File: src/hw/rtl/irpd_pkg.sv
// Shared types, constants and helpers of the icon row pixel decoder.
package irpd_pkg;

  localparam int MAX_ROW_PIXELS = 1024;
  localparam int PALETTE_DEPTH  = 256;
  localparam int QUEUE_DEPTH    = 4;

  localparam int POS_W  = $clog2(MAX_ROW_PIXELS + 1);
  localparam int LS_AW  = $clog2(MAX_ROW_PIXELS);
  localparam int PAL_AW = $clog2(PALETTE_DEPTH);
  localparam int QPTR_W = $clog2(QUEUE_DEPTH);
  localparam int QCNT_W = $clog2(QUEUE_DEPTH + 1);

  // input commands
  localparam logic [1:0] CMD_PALETTE = 2'd0;
  localparam logic [1:0] CMD_COLOUR  = 2'd1;
  localparam logic [1:0] CMD_MASK    = 2'd2;

  // pixel formats
  localparam logic [2:0] FMT_2BPP = 3'd0;
  localparam logic [2:0] FMT_4BPP = 3'd1;
  localparam logic [2:0] FMT_8BPP = 3'd2;
  localparam logic [2:0] FMT_BGR  = 3'd3;
  localparam logic [2:0] FMT_BGRA = 3'd4;

  // configuration register indexes
  localparam int CFG_IDX_W = 1;
  localparam logic [CFG_IDX_W-1:0] REG_PIXEL_FORMAT = 1'd0;
  localparam logic [CFG_IDX_W-1:0] REG_ROW_WIDTH    = 1'd1;
  localparam int CFG_DATA_W = 11;

  localparam logic [2:0]  FMT_RESET       = FMT_8BPP;
  localparam logic [10:0] ROW_WIDTH_RESET = 11'd1024;

  typedef struct packed {
    logic [1:0]  command;
    logic [7:0]  data_byte;
    logic [7:0]  palette_index;
    logic [23:0] palette_bgr;
  } in_item_t;

  typedef struct packed {
    logic [7:0] red;
    logic [7:0] green;
    logic [7:0] blue;
    logic [7:0] alpha;
    logic [9:0] pixel_x;
    logic       last_in_row;
  } out_item_t;

  typedef enum logic [1:0] {
    OP_PAL,
    OP_COLOUR,
    OP_MASK
  } op_kind_t;

  typedef struct packed {
    op_kind_t    kind;
    logic [7:0]  data_byte;
    logic [7:0]  palette_index;
    logic [23:0] palette_bgr;
  } op_t;

  // row_width of zero acts as one, anything above the line store acts as its size
  function automatic logic [POS_W-1:0] eff_width(input logic [10:0] rw);
    logic [POS_W-1:0] w;
    if (rw == 11'd0) begin
      w = POS_W'(1);
    end else if (32'(rw) > MAX_ROW_PIXELS) begin
      w = POS_W'(MAX_ROW_PIXELS);
    end else begin
      w = POS_W'(rw);
    end
    return w;
  endfunction

  function automatic logic pal_in_range(input logic [7:0] idx);
    return (32'(idx) < PALETTE_DEPTH);
  endfunction

endpackage

File: src/hw/rtl/irpd_queue.sv
// Short op queue between front end and back end.
module irpd_queue import irpd_pkg::*; (
  input  logic clk,
  input  logic rst_n,
  input  logic push,
  input  op_t  push_op,
  output logic full,
  input  logic pop,
  output logic head_valid,
  output op_t  head_op
);

  op_t               slot_r [QUEUE_DEPTH];
  logic [QPTR_W-1:0] wr_ptr_r, wr_ptr_nxt;
  logic [QPTR_W-1:0] rd_ptr_r, rd_ptr_nxt;
  logic [QCNT_W-1:0] cnt_r, cnt_nxt;
  logic              do_pop;

  assign full       = (cnt_r == QCNT_W'(QUEUE_DEPTH));
  assign head_valid = (cnt_r != '0);
  assign head_op    = slot_r[rd_ptr_r];
  assign do_pop     = pop && head_valid;

  always_comb begin
    wr_ptr_nxt = wr_ptr_r;
    rd_ptr_nxt = rd_ptr_r;
    cnt_nxt    = cnt_r;
    if (push) begin
      wr_ptr_nxt = (32'(wr_ptr_r) == QUEUE_DEPTH - 1) ? '0 : wr_ptr_r + 1'b1;
    end
    if (do_pop) begin
      rd_ptr_nxt = (32'(rd_ptr_r) == QUEUE_DEPTH - 1) ? '0 : rd_ptr_r + 1'b1;
    end
    if (push && !do_pop) begin
      cnt_nxt = cnt_r + 1'b1;
    end else if (!push && do_pop) begin
      cnt_nxt = cnt_r - 1'b1;
    end
  end

  always_ff @(posedge clk) begin
    if (!rst_n) begin
      wr_ptr_r <= '0;
      rd_ptr_r <= '0;
      cnt_r    <= '0;
    end else begin
      wr_ptr_r <= wr_ptr_nxt;
      rd_ptr_r <= rd_ptr_nxt;
      cnt_r    <= cnt_nxt;
    end
  end

  always_ff @(posedge clk) begin
    if (push) begin
      slot_r[wr_ptr_r] <= push_op;
    end
  end

endmodule

File: config.mk
export PLATFORM = sky130hd
export DESIGN_NAME = irpd_queue
export DESIGN_NICKNAME = d
export VERILOG_FILES = /design/src/hw/rtl/irpd_pkg.sv /design/src/hw/rtl/irpd_queue.sv
export SDC_FILE = /design/constraint.sdc
export NUM_CORES = 1
export LEC_CHECK = 0
export ABC_AREA = 1
export BUFFER_PORTS_ARGS = -buffer_cell sky130_fd_sc_hd__buf_2
export CAP_MARGIN = 10
export CORE_ASPECT_RATIO = 0.7
export CORE_MARGIN = 3
export CORE_UTILIZATION = 25
export DETAILED_ROUTE_END_ITERATION = 16
export PLACE_DENSITY = 0.5
export RECOVER_POWER = 50
export SLEW_MARGIN = 20
export SYNTH_ARGS = -nofsm -noshare
export SYNTH_HDL_FRONTEND = slang
export SYNTH_SLANG_ARGS = --single-unit
File: constraint.sdc
create_clock -name clk -period 2.35 [get_ports clk]
set_clock_uncertainty 0.1 [all_clocks]
set_input_delay 0.3525 -clock clk [delete_from_list [all_inputs] [get_ports clk]]
set_output_delay 0.3525 -clock clk [all_outputs]
set_load 0.01 [all_outputs]
==> results by group <==
Clock tree
  – Number of sinks on the clock net: 177
  – Insertion delay to the later sink of the worst-skew pair: roughly 430 ps
  – TritonCTS buffer count: 17
  – Clock Pin Slew Worst Setup and Hold Paths: approximately 70 ps
  – Total number of H-tree levels: 4
  – Setup bufs post-CTS: 0
  – Number of buffers between clock root and the deepest sink: 2
  – Root Buffer: sky130_fd_sc_hd__clkbuf_16
  – TritonCTS clock tree: built
  – Number of hold-repair buffers added at the cts stage: 0

Pwr
  – Power per Cell Area: approximately 1100 nW/um^2
  – Overall power: 8.73 mW
  – Highest ir drop seen on vdd: around 0.39 mV
  – Static Leak: 2.76 nW

Place
  – Detailed Place HPWL: roughly 9500 um
  – IO Port Bufs: roughly 90
  – Minimum setup slack after placement: 375 ps
  – Post-Place Cell Area: about 7600 sq um
  – Global placer's final weighted congestion: between 0.7 and 0.8
  – Placed Cells: 906

Min path
  – Sink of the worst hold path: slot_r[2][5]$_DFFE_PP_
  – Class of the worst hold path: primary input to flip-flop
  – Hold_sp: push_op[5]
  – Worst hold stages: 1

Timing
  – Period Utilization, post-route: 93.8%
  – Least setup slack across all paths after layout: 146 ps
  – Final-layout setup total negative slack: 0 ps
  – Top achievable clock speed: 0.454 GHz
  – Tightest Pin Transition: 597 ps
  – Final period demand of the worst path: about 2200 ps
  – RSZ-0062 raised after global routing: no
  – Final-report max-slew violation count: 0
  – Final count of hold timing violations: 0
  – Endpoints failing setup: 0
  – Worst hold slack across all endpoints: slightly below 70 ps
  – Slew Limit Headroom: 60.2%

Yosys
  – Synthesized area per cell: 14.2 sq um
  – Top area cells in the synthesized netlist: sky130_fd_sc_hd__edfxtp_1 (75%), sky130_fd_sc_hd__nor2_1 (5.3%), sky130_fd_sc_hd__o21ai_0 (4.8%)
  – Synthesized instance count: 470
  – Cell accounting for the most synthesized area: sky130_fd_sc_hd__edfxtp_1
  – Part of the Yosys area used for sequential elements: 78.1%
  – Largest family of logic cells by synthesized area: compound AO/OA/AOI/OAI gates
  – Yosys reg bits: 177
  – Post-synthesis adder-cell area fraction: under 10%
  – Cell with the most instances after synthesis: sky130_fd_sc_hd__edfxtp_1
  – Compound-Gate Fraction of Synth Area: about a tenth
  – Area share of and/or/nand/nor cells after synthesis: 6.43%
  – Count of different cell masters after synthesis: 21
  – Fraction of post-synthesis cell area in the top cell type by area: 75.4%
  – Most frequent cells after synthesis: sky130_fd_sc_hd__edfxtp_1 (168), sky130_fd_sc_hd__nor2_1 (94), sky130_fd_sc_hd__o21ai_0 (64), sky130_fd_sc_hd__o22ai_1 (42), sky130_fd_sc_hd__o21ai_1 (22)
  – Top_reg_cell synth: sky130_fd_sc_hd__edfxtp_1
  – Post-Synthesis Net Count: 523
  – Post-synthesis cell area: 6690 sq um
  – Share of flip-flops with an asynchronous set or reset after synthesis: 0%
  – Area share of xor/xnor cells in the synthesized design: 0.131%
  – Number of synthesized flops with an enable pin: 168
  – Number of warnings printed during yosys synthesis: 0
  – Share of cell area taken by muxes after synthesis: 0%

Detailed routing
  – Mean routed wirelength per cell: 16.6 um
  – Residual DRC: 0
  – Drt pass-1 iters: 4
  – Number of nets still failing antenna checks after routing: 0
  – Detailed Route WL: 15,600 um
  – First-iteration detailed-routing DRC count: around 190
  – Post-DR vias/cell: between 4 and 5
  – Vias: 4,032

Worst setup path
  – Kind of capture point of the worst setup path: output pin
  – Crit Path Category: flip-flop to output pin
  – Reg-to-reg endpoint: cnt_r[1]$_SDFFE_PN0P_
  – Nature of the critical path startpoint: flip-flop
  – FF-to-FF setup slack: 510 ps
  – Startpoint of the lowest-slack register-to-register path: cnt_r[0]$_SDFFE_PN0P_
  – Highest net fanout along the worst path: 48
  – Worst EP required: 1900 ps
  – Crit path arrival time: 1750 ps
  – Depth of the worst register-to-register path: 8

Floorplanning
  – Overall die height: 143 um
  – Die width: a little over 200 um
  – I/O pin count: 90
  – Num rows: 49
  – DIE AREA: 28,800 sq um
  – Core area: 26,000 sq um
  – Initial core utilization: 25.7%

Layout
  – Post-route cell area: 8110 sq um
  – Post-route core utilization: 31.2%
  – Post-synthesis to final-layout area growth: 21.2%
  – Final net count: around 620
  – Number of non-filler instances in the completed layout: 938
  – Diode count: 0
  – Filler Cell Count: about 2,700
  – Layout cells sized above 1: 17.6%

GRT
  – Wire length of the first global-routing pass: 23,800 um
  – Met2 global-route usage: 18.7%
  – Pin count of the biggest net entering global routing: 49
  – Number of global-route vias before repair: just over 4,000
  – Initial antenna violation count: 1
  – Most congested layer reported by global routing: met2
  – Remaining Overflow, GRT: 0
  – Global-route usage over all layers: 11.1%
  – Met1 Use GR: between 10% and 20%
  – Met3 GRT Util: 3.92%

Outcome
  – Run status: finished, final reports clean

Flow run
  – Max-cap violations: 0
==> layer usage <==
metal	share of wire [%]	up-vias	wire [um]
met3	6.2	16	961
met2	47	94	7330
met5	0.13	-	20
li1	-	1934	-
met1	45	1986	7060
met4	1.3	2	195
==> cell families (layout without fill, tap and decap cells) <==
logic type / count (synthesis) / after routing
compound gates: 131 / 131
simple gates: 112 / 112
flops: 177 / 177
xor+xnor: 1 / 1
buf+inv: 42 / 153
fa+ha+maj: 7 / 7
==> flip-flops by register name (all words and copies together), names as in the netlist, named ones only <==
signal	cells
rd_ptr_r	2
wr_ptr_r	2
cnt_r	3
slot_r	168
==> worst max-delay path by stage <==
stage / cells after the start / slack [ps] / endpoint / start
after floorplan: 3 / 440 / slot_r[3][0]$_DFFE_PP_ / wr_ptr_r[0]$_SDFFE_PN0P_
after detailed placement: 4 / 380 / head_op[1] / flip-flop
after global routing: 4 / 2 / head_op[14] / flip-flop
after global placement: 4 / 370 / head_op[29] / flip-flop
after CTS: 4 / 1 / head_op[1] / flip-flop
final: 4 / 150 / head_op[18] / flip-flop
==> cell type report <==
class	count	area (sq um)	share of cell area, %
Clock inverter	15	153	1.88
Sequential cell	177	5230	64.5
Tap cell	357	447	5.51
Inverter	16	60.1	0.741
Multi-Input combinational cell	251	1250	15.5
Clock buffer	17	425	5.25
Timing Repair Buffer	105	537	6.62
==> report_power, final <==
part | switching [mW] | internal (mW) | total, mW
sequential | 0.103 | 3.64 | 3.74
combinational | 1.45 | 0.788 | 2.24
clock | 1.26 | 1.49 | 2.75
==> worst max-delay path, stage by stage (launching register included) <==
cell	delay, ps
sky130_fd_sc_hd__dfxtp_4	370
sky130_fd_sc_hd__buf_6	310
sky130_fd_sc_hd__o21ai_0	160
sky130_fd_sc_hd__o22ai_1	280
sky130_fd_sc_hd__buf_2	200
==> cell usage in the layout (no fill, tap or decap) <==
master                       netlist  final
sky130_fd_sc_hd__buf_12            0      1
sky130_fd_sc_hd__inv_6             0      3
sky130_fd_sc_hd__buf_6             8      5
sky130_fd_sc_hd__clkinv_2          0      2
sky130_fd_sc_hd__o21ai_0          64     64
sky130_fd_sc_hd__o22ai_1          42     40
sky130_fd_sc_hd__xor2_1            1      1
sky130_fd_sc_hd__clkbuf_1         11     42
sky130_fd_sc_hd__clkbuf_16         0     17
sky130_fd_sc_hd__nand4_1           1      1
sky130_fd_sc_hd__o21ai_1          22     22
sky130_fd_sc_hd__dfxtp_4           0      2
sky130_fd_sc_hd__o22ai_2           0      2
sky130_fd_sc_hd__inv_1            14     11
sky130_fd_sc_hd__nand2_1          13     13
sky130_fd_sc_hd__nand3_1           1      1
sky130_fd_sc_hd__clkbuf_2          0      3
sky130_fd_sc_hd__fa_1              1      1
sky130_fd_sc_hd__clkinvlp_4        0      2
sky130_fd_sc_hd__ha_1              6      6
sky130_fd_sc_hd__buf_2             6     47
sky130_fd_sc_hd__buf_4             0      7
sky130_fd_sc_hd__clkinv_4          0      2
sky130_fd_sc_hd__dfxtp_1           9      7
sky130_fd_sc_hd__clkinv_8          0      1
sky130_fd_sc_hd__edfxtp_1        168    168
sky130_fd_sc_hd__nor2_1           94     94
sky130_fd_sc_hd__nor3_1            2      2
sky130_fd_sc_hd__clkinv_1          0      2
sky130_fd_sc_hd__inv_8             0      3
sky130_fd_sc_hd__nand3b_1          1      1
sky130_fd_sc_hd__inv_2             2      4
sky130_fd_sc_hd__bufinv_16         0      1
sky130_fd_sc_hd__a21oi_1           3      3
==> repair_timing <==
action,4_1_cts,5_1_grt
hold endpoints to repair,0,0
gates resized for setup,2,6
setup endpoints to repair,7,8
Power figures use the tool's default switching activity.
