### src/hw/rtl/irpd_pkg.sv
// Shared types, constants and helpers of the icon row pixel decoder.
package irpd_pkg;

  localparam int MAX_ROW_PIXELS = 1024;
  localparam int PALETTE_DEPTH  = 256;
  localparam int QUEUE_DEPTH    = 4;

  localparam int POS_W  = $clog2(MAX_ROW_PIXELS + 1);
  localparam int LS_AW  = $clog2(MAX_ROW_PIXELS);
  localparam int PAL_AW = $clog2(PALETTE_DEPTH);
  localparam int QPTR_W = $clog2(QUEUE_DEPTH);
  localparam int QCNT_W = $clog2(QUEUE_DEPTH + 1);

  // input commands
  localparam logic [1:0] CMD_PALETTE = 2'd0;
  localparam logic [1:0] CMD_COLOUR  = 2'd1;
  localparam logic [1:0] CMD_MASK    = 2'd2;

  // pixel formats
  localparam logic [2:0] FMT_2BPP = 3'd0;
  localparam logic [2:0] FMT_4BPP = 3'd1;
  localparam logic [2:0] FMT_8BPP = 3'd2;
  localparam logic [2:0] FMT_BGR  = 3'd3;
  localparam logic [2:0] FMT_BGRA = 3'd4;

  // configuration register indexes
  localparam int CFG_IDX_W = 1;
  localparam logic [CFG_IDX_W-1:0] REG_PIXEL_FORMAT = 1'd0;
  localparam logic [CFG_IDX_W-1:0] REG_ROW_WIDTH    = 1'd1;
  localparam int CFG_DATA_W = 11;

  localparam logic [2:0]  FMT_RESET       = FMT_8BPP;
  localparam logic [10:0] ROW_WIDTH_RESET = 11'd1024;

  typedef struct packed {
    logic [1:0]  command;
    logic [7:0]  data_byte;
    logic [7:0]  palette_index;
    logic [23:0] palette_bgr;
  } in_item_t;

  typedef struct packed {
    logic [7:0] red;
    logic [7:0] green;
    logic [7:0] blue;
    logic [7:0] alpha;
    logic [9:0] pixel_x;
    logic       last_in_row;
  } out_item_t;

  typedef enum logic [1:0] {
    OP_PAL,
    OP_COLOUR,
    OP_MASK
  } op_kind_t;

  typedef struct packed {
    op_kind_t    kind;
    logic [7:0]  data_byte;
    logic [7:0]  palette_index;
    logic [23:0] palette_bgr;
  } op_t;

  // row_width of zero acts as one, anything above the line store acts as its size
  function automatic logic [POS_W-1:0] eff_width(input logic [10:0] rw);
    logic [POS_W-1:0] w;
    if (rw == 11'd0) begin
      w = POS_W'(1);
    end else if (32'(rw) > MAX_ROW_PIXELS) begin
      w = POS_W'(MAX_ROW_PIXELS);
    end else begin
      w = POS_W'(rw);
    end
    return w;
  endfunction

  function automatic logic pal_in_range(input logic [7:0] idx);
    return (32'(idx) < PALETTE_DEPTH);
  endfunction

endpackage

### src/hw/rtl/irpd_front.sv
// Front end: takes input transfers, classifies the command and feeds the op queue.
module irpd_front import irpd_pkg::*; (
  input  logic     clk,
  input  logic     rst_n,
  input  logic     in_valid,
  output logic     in_stall,
  input  in_item_t in_data,
  output logic     push,
  output op_t      push_op,
  input  logic     q_full
);

  logic op_valid_r, op_valid_nxt;
  op_t  op_r, op_nxt;
  logic take;
  logic known;
  op_kind_t kind;

  assign push     = op_valid_r && !q_full;
  assign push_op  = op_r;
  assign in_stall = op_valid_r && q_full;
  assign take     = in_valid && !in_stall;

  always_comb begin
    known = 1'b1;
    kind  = OP_PAL;
    unique case (in_data.command)
      CMD_PALETTE: kind = OP_PAL;
      CMD_COLOUR:  kind = OP_COLOUR;
      CMD_MASK:    kind = OP_MASK;
      default:     known = 1'b0;  // unknown command is dropped here
    endcase
  end

  always_comb begin
    op_valid_nxt = op_valid_r && !push;
    op_nxt       = op_r;
    if (take && known) begin
      op_valid_nxt         = 1'b1;
      op_nxt.kind          = kind;
      op_nxt.data_byte     = in_data.data_byte;
      op_nxt.palette_index = in_data.palette_index;
      op_nxt.palette_bgr   = in_data.palette_bgr;
    end
  end

  always_ff @(posedge clk) begin
    if (!rst_n) begin
      op_valid_r <= 1'b0;
    end else begin
      op_valid_r <= op_valid_nxt;
    end
    op_r <= op_nxt;
  end

endmodule

### config.mk
export PLATFORM = sky130hd
export DESIGN_NAME = irpd_front
export DESIGN_NICKNAME = d
export VERILOG_FILES = /design/src/hw/rtl/irpd_pkg.sv /design/src/hw/rtl/irpd_front.sv
export SDC_FILE = /design/constraint.sdc
export NUM_CORES = 1
export LEC_CHECK = 0
export BUFFER_PORTS_ARGS = -buffer_cell sky130_fd_sc_hd__buf_4
export CAP_MARGIN = 0
export CELL_PAD_IN_SITES_DETAIL_PLACEMENT = 2
export CELL_PAD_IN_SITES_GLOBAL_PLACEMENT = 2
export CORE_UTILIZATION = 26
export CTS_CLUSTER_SIZE = 24
export DETAILED_ROUTE_END_ITERATION = 10
export PLACE_DENSITY_LB_ADDON = 0.15
export SLEW_MARGIN = 40
export SYNTH_ARGS = -nofsm -noshare
export SYNTH_HDL_FRONTEND = slang
export SYNTH_SLANG_ARGS = --single-unit
### constraint.sdc
create_clock -name clk -period 3.5 [get_ports clk]
set_input_delay 0.525 -clock clk [delete_from_list [all_inputs] [get_ports clk]]
set_output_delay 0.525 -clock clk [all_outputs]
set_load 0.03 [all_outputs]
==> results.md, run 1 <==
Critical path:
- The worst setup path is of the input pin to flop kind.
- The capture point of the worst reg-to-reg path is push_op[14].
- The most numerous cell on the critical path is sky130_fd_sc_hd__buf_4.
- The standard cell with the maximum stage delay on the critical path is sky130_fd_sc_hd__nor2b_4.
- The worst register-to-register path has a depth of 3.
- At the worst endpoint, the required time is 3480 ps.
- For flop-to-flop paths, the worst setup slack is 1740 ps.
- The critical path goes through buf_4 -> a21boi_1 -> nor2b_4 -> buf_4.
- The kind of end point of the critical path is a flop.
- The worst setup path is launched from an input pin.
- The data arrival at the endpoint of the critical path is 1870 ps.
- The delay of the slowest cell on the worst path is 670 ps.
- In this run the critical register-to-register path is launched from op_valid_r.
- The worst-path maximum fanout is 27.

Logic synthesis:
- After synthesis the cells add up to 0.00133 mm^2.
- The synthesized netlist contains 7 unique library cells.
- The average instance in the mapped netlist occupies 26.6 um^2.
- sky130_fd_sc_hd__edfxtp_1 takes more of the synthesized area than any other cell.
- The share of synthesized flip-flops with an asynchronous set or reset is 0%.
- Counting every instance in the synthesized netlist gives 50.
- The most used flip-flop cell after synthesis is sky130_fd_sc_hd__edfxtp_1.
- The synthesized net count is 96.
- In this run the biggest area consumer among cell types represents 94.7% of the synthesized area.
- The synthesis-stage register bit count is 43.
- Sequential cells were found to cover 96.2% of the synthesized design area.
- The commonest cells after synthesis are sky130_fd_sc_hd__edfxtp_1 (42), sky130_fd_sc_hd__nor2b_1 (3).
- sky130_fd_sc_hd__edfxtp_1 is the most common cell in the netlist.
- The number of synthesized flops with an enable pin is 42.
- The warning count from the yosys run is 0.
- By area the synthesized netlist is led by sky130_fd_sc_hd__edfxtp_1 (95%), sky130_fd_sc_hd__dfxtp_1 (1.5%), sky130_fd_sc_hd__nor2b_1 (1.4%).

Layout:
- Of the cells placed in the final design, the portion with a size suffix greater than 1 is 66.9%.
- The number of antenna repair diodes is 0.
- The layout has 474 filler cells.
- From synthesis to final layout, the design area changed by 67.6%.
- The final layout contains 193 nets.
- The filler-free cell count of the finished design is 215.

Power and ir drop:
- The combinational power share is 13.1%.
- The clock group share of total power is 36.9%.
- The switching portion of total power is 21.7%.
- Dividing total power by cell area gives a power density of 547 mW/mm^2.
- In this run the power spent charging and discharging nets is 0.264 mW.
- IR analysis of the VDD net gives a maximum drop of 0.000272 V.
- For this design the static power due to leakage is 0.934 nW.
- In this run, flip-flops and latches consume 50.0% of the power.
- The cell-internal power is 0.956 mW.

Placement:
- The total of buffers placed on input and output ports is 89.
- The congestion estimate from routability-driven global placement came to 0.601.
- The total instance count after detailed placement is 207.

Timing:
- The transition time at the pin with the least slew margin is 748 ps.
- The final worst clock skew is 5.74 ps.
- The worst path uses 54.0% of the clock period.
- For the finished layout, the period the worst path requires is 1890 ps.
- The headroom to the max-slew limit is 50.0%.
- The final count of pins violating max slew was 0.
- The number of endpoints with negative hold slack in the final report was 0.
- The final count of negative-setup-slack endpoints is 0.
- Setup repair after global routing left no endpoint under its margin.
- Setup total negative slack on the finished layout was measured at 0 ps.
- The fmax is 530 MHz.

Routing:
- In the final routed layout, each cell accounts on average for 15.2 um.
- The antenna violation net count after detailed routing is 0.
- The overall via count from detail_route is 847.
- After the first detailed-routing iteration, the DRC count stood at 84.
- For this run, design rule violations remaining after detail routing come to 0.
- The post-detailed-route via-to-cell ratio is 3.94.
- The first detailed-routing pass ran for 3 iterations.
- After detailed routing, the total wire length is 3260 um.

Min path:
- The beginning of the worst hold path is in_data[22].
- In this run the worst hold path is classified as input pin to flop.
- The worst hold path terminates at push_op[22].
- The instance count along the most critical hold path is 1.

Die:
- The region available for standard cell placement spans 0.00482 mm^2.
- The initial standard-cell utilization of the core is 27.6%.
- The number of top-level pins is 90.
- The die covers 0.00541 mm^2.
- The initialized floorplan defines 25 standard-cell rows.
- The floorplan die height is 73.6 um.
- The x dimension of the die is 73.6 um.

Clock tree:
- The post-CTS clock slew at the launch and capture registers of the worst setup and hold paths is 80 ps.
- TritonCTS built the clock tree.
- Clock tree synthesis selected as its root buffer the cell sky130_fd_sc_hd__clkbuf_8.
- Post-CTS timing repair inserted 0 buffers for setup.
- In this run, CTS created clock tree buffers numbering 5.
- The clock tree buffer depth is 2.
- CTS saw 43 sinks.
- The clock reaches the later pin of the worst-skew pair after 290 ps.
- The post-cts hold buffer count is 0.
- The number of gates resized after CTS is 0.
- The H-tree depth reported by CTS is 2.

Global routing:
- For this run the aggregate overflow at the end of global routing stands at 0.
- The via count of the first global-routing pass was 876.
- The pin count of the biggest net entering global routing is 28.
- The combined global-route utilization of all metal layers is 12.3%.
- The first global-routing pass estimated 4580 um of wire.
- The number of antenna violations at the first check in global routing is 0.

Job:
- The reported max-cap violation count is 0.

Status:
- The run finished with clean final reports.
-- registers in the layout, indices dropped and copies added, names as in the netlist --
register	count
op_valid_r	1
push_op	42
-- worst max-delay path by stage --
stage | from | endpoint | slack [ps] | depth (start not counted)
floorplan | in_valid | push_op[0] | 450 | 2
global placement | in_data[41] | push_op[12] | 1350 | 4
detailed placement | in_data[41] | push_op[10] | 1260 | 4
CTS | in_data[41] | push_op[10] | 1580 | 4
global route | in_data[41] | push_op[25] | 1490 | 4
finish | in_data[41] | push_op[14] | 1610 | 4
-- power by group through the flow --
stage	combinational (mW)	sequential [mW]	clock, mW
global placement	0.159	0.620	0
finish	0.160	0.609	0.450
detailed placement	0.162	0.622	0
global route	0.168	0.612	0.480
floorplan	0.0155	0.679	0
CTS	0.162	0.610	0.463
-- per-stage QoR --
step	utilization (%)	setup slack [ps]	hold WS, ps	instance area (um^2)	total power, mW
after floorplan	-	449	624	1330	0.695
after global placement	43.6	1350	615	2100	0.778
after detailed placement	43.6	1260	633	2100	0.784
after CTS	46.3	1580	395	2230	1.23
after global routing	46.3	1490	384	2230	1.26
final	46.3	1610	401	2230	1.22
-- logic make-up (layout without fill, tap and decap cells) --
kind of cell / after synthesis / count (layout) / share of synthesized area [%]
buf+inv: 0 / 98 / 0
flops: 43 / 43 / 96.2
simple gates: 5 / 5 / 2.63
compound gates: 2 / 2 / 1.13
-- placed cells by master (no fill, tap or decap) --
master	synthesis	final
sky130_fd_sc_hd__bufinv_16	0	2
sky130_fd_sc_hd__nor2b_1	3	2
sky130_fd_sc_hd__and2_4	1	1
sky130_fd_sc_hd__dfxtp_1	1	1
sky130_fd_sc_hd__a21boi_1	1	1
sky130_fd_sc_hd__and2b_1	1	1
sky130_fd_sc_hd__clkbuf_8	0	5
sky130_fd_sc_hd__buf_4	0	90
sky130_fd_sc_hd__nor2b_4	0	1
sky130_fd_sc_hd__edfxtp_1	42	42
sky130_fd_sc_hd__o21a_1	1	1
sky130_fd_sc_hd__clkbuf_1	0	1
-- critical path: cells and delay by family --
family / cells / cell delay [ps]
simple gates: 1 / 670
compound gates: 1 / 180
buf+inv: 2 / 480
-- metal layers --
layer	wire length [um]	global-route usage, %	share of wire [%]
met3	313	5.90	9.6
met2	1780	21.7	55
met1	1090	11.9	33
met4	79	5.98	2.4
met5	0	0	0
-- final cells by class --
type / instances / area (um^2) / area share (%)
clock buffers: 6 / 72.6 / 3.25
clock inverters: 2 / 60.1 / 2.69
multi-input cells: 7 / 57.6 / 2.58
flip-flops and latches: 43 / 1280 / 57.4
well taps: 67 / 83.8 / 3.76
repair buffers: 90 / 676 / 30.3
No activity file was read; power rests on OpenSTA's default activity.
==> run 2, diff against run 1 <==
- clock period: 3.5 -> 1.85 ns (I/O delays scaled with it)
==> run 2 against run 1 <==
Against the previous run: combinational power rose by 89%; sequential cell count did not move; sequential share of layout area rose by 1.2 points; die area did not move; critical path depth fell by 1; largest cell class unchanged.
==> results.md, run 2 (synthesized netlist as in run 1, its figures left out) <==
Global routing:
- The combined global-route utilization of all metal layers is 11.0% (-1.3 points).
- The overflow left after global routing was 0 (unchanged).
- The number of antenna violations at the first check in global routing was 0 (unchanged).
- The pin count of the biggest net entering global routing is 24 (-14%).
- The global-route wire length before repair was 4260 um (-7.1%).
- The via count of the first global-routing pass is 898 (+2.5%).

Critical path:
- The worst setup path is launched from a flop.
- The kind of end point of the critical path is a flop.
- The endpoint required time on the critical path is 1810 ps (-1670 ps).
- The critical path is of the flop to flop type.
- The worst-path maximum fanout is 23 (-15%).
- The data arrival at the endpoint of the critical path was 1180 ps (-690 ps).

Timing:
- The number of endpoints with negative hold slack in the final report is 0 (unchanged).
- The final count of pins violating max slew came to 0 (unchanged).
- The final period utilization is 66.0%.
- The transition time at the pin with the least slew margin is 299 ps (-449 ps).
- The routed design could run at a clock period as short as 1220 ps.
- Setup repair after global routing left no endpoint under its margin.
- The fmax is 819 MHz.
- The final worst clock skew is 2.65 ps (-3.09 ps).
- The minimum setup slack in the final design is 629 ps (-983 ps).
- The headroom to the max-slew limit is 80.1% (+30 points).
- The final count of negative-setup-slack endpoints was 0 (unchanged).
- The setup TNS is 0 ps (unchanged).

Layout:
- The flip-flop count of the largest register after layout came to 42 (unchanged).
- The number of nets in the final layout is 194 (+0.52%).
- The number of antenna repair diodes is 0 (unchanged).
- The library cells used most frequently in the layout, excluding fill and tap cells, are sky130_fd_sc_hd__buf_4 (91), sky130_fd_sc_hd__edfxtp_1 (42), sky130_fd_sc_hd__clkbuf_8 (5), sky130_fd_sc_hd__nor2b_1 (2), sky130_fd_sc_hd__clkinv_1 (2).
- The most common library cell in the layout ignoring fill and taps is sky130_fd_sc_hd__buf_4.
- The number of filler instances in the final layout is 496 (+4.6%).
- The fraction of final layout cells with drive strength greater than 1 is 65.8% (-1.1 points).
- The final design utilization is 45.4% (-0.94 points).
- The area growth from synthesis to layout is 64.2%.
- The cell area after layout came to 0.00219 mm^2 (-2.0%).

Clock tree:
- The post-CTS clock slew at the launch and capture registers of the worst setup and hold paths is 70 ps (about the same).
- The clock tree buffer depth is 2 (unchanged).
- The number of sinks driven by the clock tree is 43 (unchanged).
- The later-pin clock latency in the skew report came to 280 ps (about the same).
- The clock tree root buffer cell is sky130_fd_sc_hd__clkbuf_8.
- The number of CTS-inserted buffers came to 5 (unchanged).
- The number of gates resized after CTS was 0 (unchanged).
- The post-cts hold buffer count was 0 (unchanged).
- The post-CTS setup repair buffer count was 0 (unchanged).
- TritonCTS built the clock tree.
- The H-tree depth reported by CTS was 2 (unchanged).

Power and ir drop:
- The worst supply voltage drop on vdd is 0.000318 V (+17%).
- The standby leakage power is 0.914 nW (-2.2%).
- The power per unit of standard cell area is 912 mW/mm^2 (+67%).

Die:
- The initial standard-cell utilization of the core is 27.6% (unchanged).
- The placeable core region is 0.00482 mm^2 (unchanged).
- The die footprint is 0.00541 mm^2 (unchanged).
- The row count is 25 (unchanged).
- The floorplan die height came to 73.6 um (unchanged).
- The x dimension of the die was 73.6 um (unchanged).
- The number of top-level pins is 90 (unchanged).

Routing:
- The overall routed net length was 2940 um (-9.8%).
- The total iterations of the first detailed-routing run is 4 (+1).
- The highest layer touched by signal routing is met4.
- The wire length the detailed router placed on met1 came to 1050 um (-3.2%).
- The overall via count from detail_route is 859 (+1.4%).
- The detailed route wirelength on metal2 is 1490 um (-17%).
- The residual DRC count is 0 (unchanged).
- The post-detailed-route via-to-cell ratio is 3.98 (+0.95%).
- The routed length per placed instance is 13.6 um (-10%).
- The routed length on met3 is 375 um (+20%).
- The detailed router's first-iteration violation count is 77 (-8.3%).
- The antenna violation net count after detailed routing was 0 (unchanged).

Min path:
- The worst hold path belongs to the class input pin to flop.

Placement:
- The total of buffers placed on input and output ports is 89 (unchanged).
- The routability congestion estimate was 0.637 (+6.0%).
- The half-perimeter wire length of the detailed placement result is 2370 um.
- The pre-CTS setup slack is 417 ps (-845 ps).
- The cell area after placement is 0.00211 mm^2 (+0.36%).

Job:
- The reported max-cap violation count is 0 (unchanged).

Status:
- The flow ran to the end, and the final reports show no timing, DRC or antenna violations.
-- run 2: area by class of cell --
| class | count | area (um^2) | share of cell area (%) |
|---|---|---|---|
| clock buffer | 6 | 72.6 | 3.32 |
| clock inverter | 2 | 7.51 | 0.343 |
| multi-input combinational | 7 | 57.6 | 2.63 |
| sequential | 43 | 1280 | 58.6 |
| tap | 67 | 83.8 | 3.84 |
| timing repair buffer | 91 | 683 | 31.3 |
-- run 2: worst paths after layout --
kind	start	endpoint	slack, ps	cells past startpoint
max	op_valid_r	push_op[19]	630	3
min	in_data[25]	push_op[25]	170	1
max reg2reg	op_valid_r	push_op[19]	630	3
min reg2reg	op_valid_r	op_valid_r	650	2
-- run 2: critical path, stage by stage (launching register included) --
cell and delay, ps:
sky130_fd_sc_hd__dfxtp_1 310, sky130_fd_sc_hd__and2_4 170, sky130_fd_sc_hd__nor2b_4 110, sky130_fd_sc_hd__buf_4 300
-- run 2: stage by stage --
stage / std cells / hold WS [ps] / total power, mW
2_1_floorplan: 50 / 376 / 1.31
3_3_place_gp: 208 / 456 / 1.47
3_5_place_dp: 208 / 457 / 1.48
4_1_cts: 216 / 154 / 2.03
5_1_grt: 216 / 144 / 2.09
6_report: 216 / 167 / 1.99
-- run 2: power breakdown --
group | switching (mW) | internal (mW) | total (mW)
Combinational | 0.169 | 0.134 | 0.303
Clock | 0.281 | 0.257 | 0.538
Sequential | 0.0149 | 1.14 | 1.15
Total | 0.465 | 1.53 | 1.99
-- run 2: per-layer routing --
layer	global-route usage, %	vias up
met2	18.2	61
li1	-	391
met1	11.9	404
met3	5.49	3
met4	4.49	0
met5	0	-
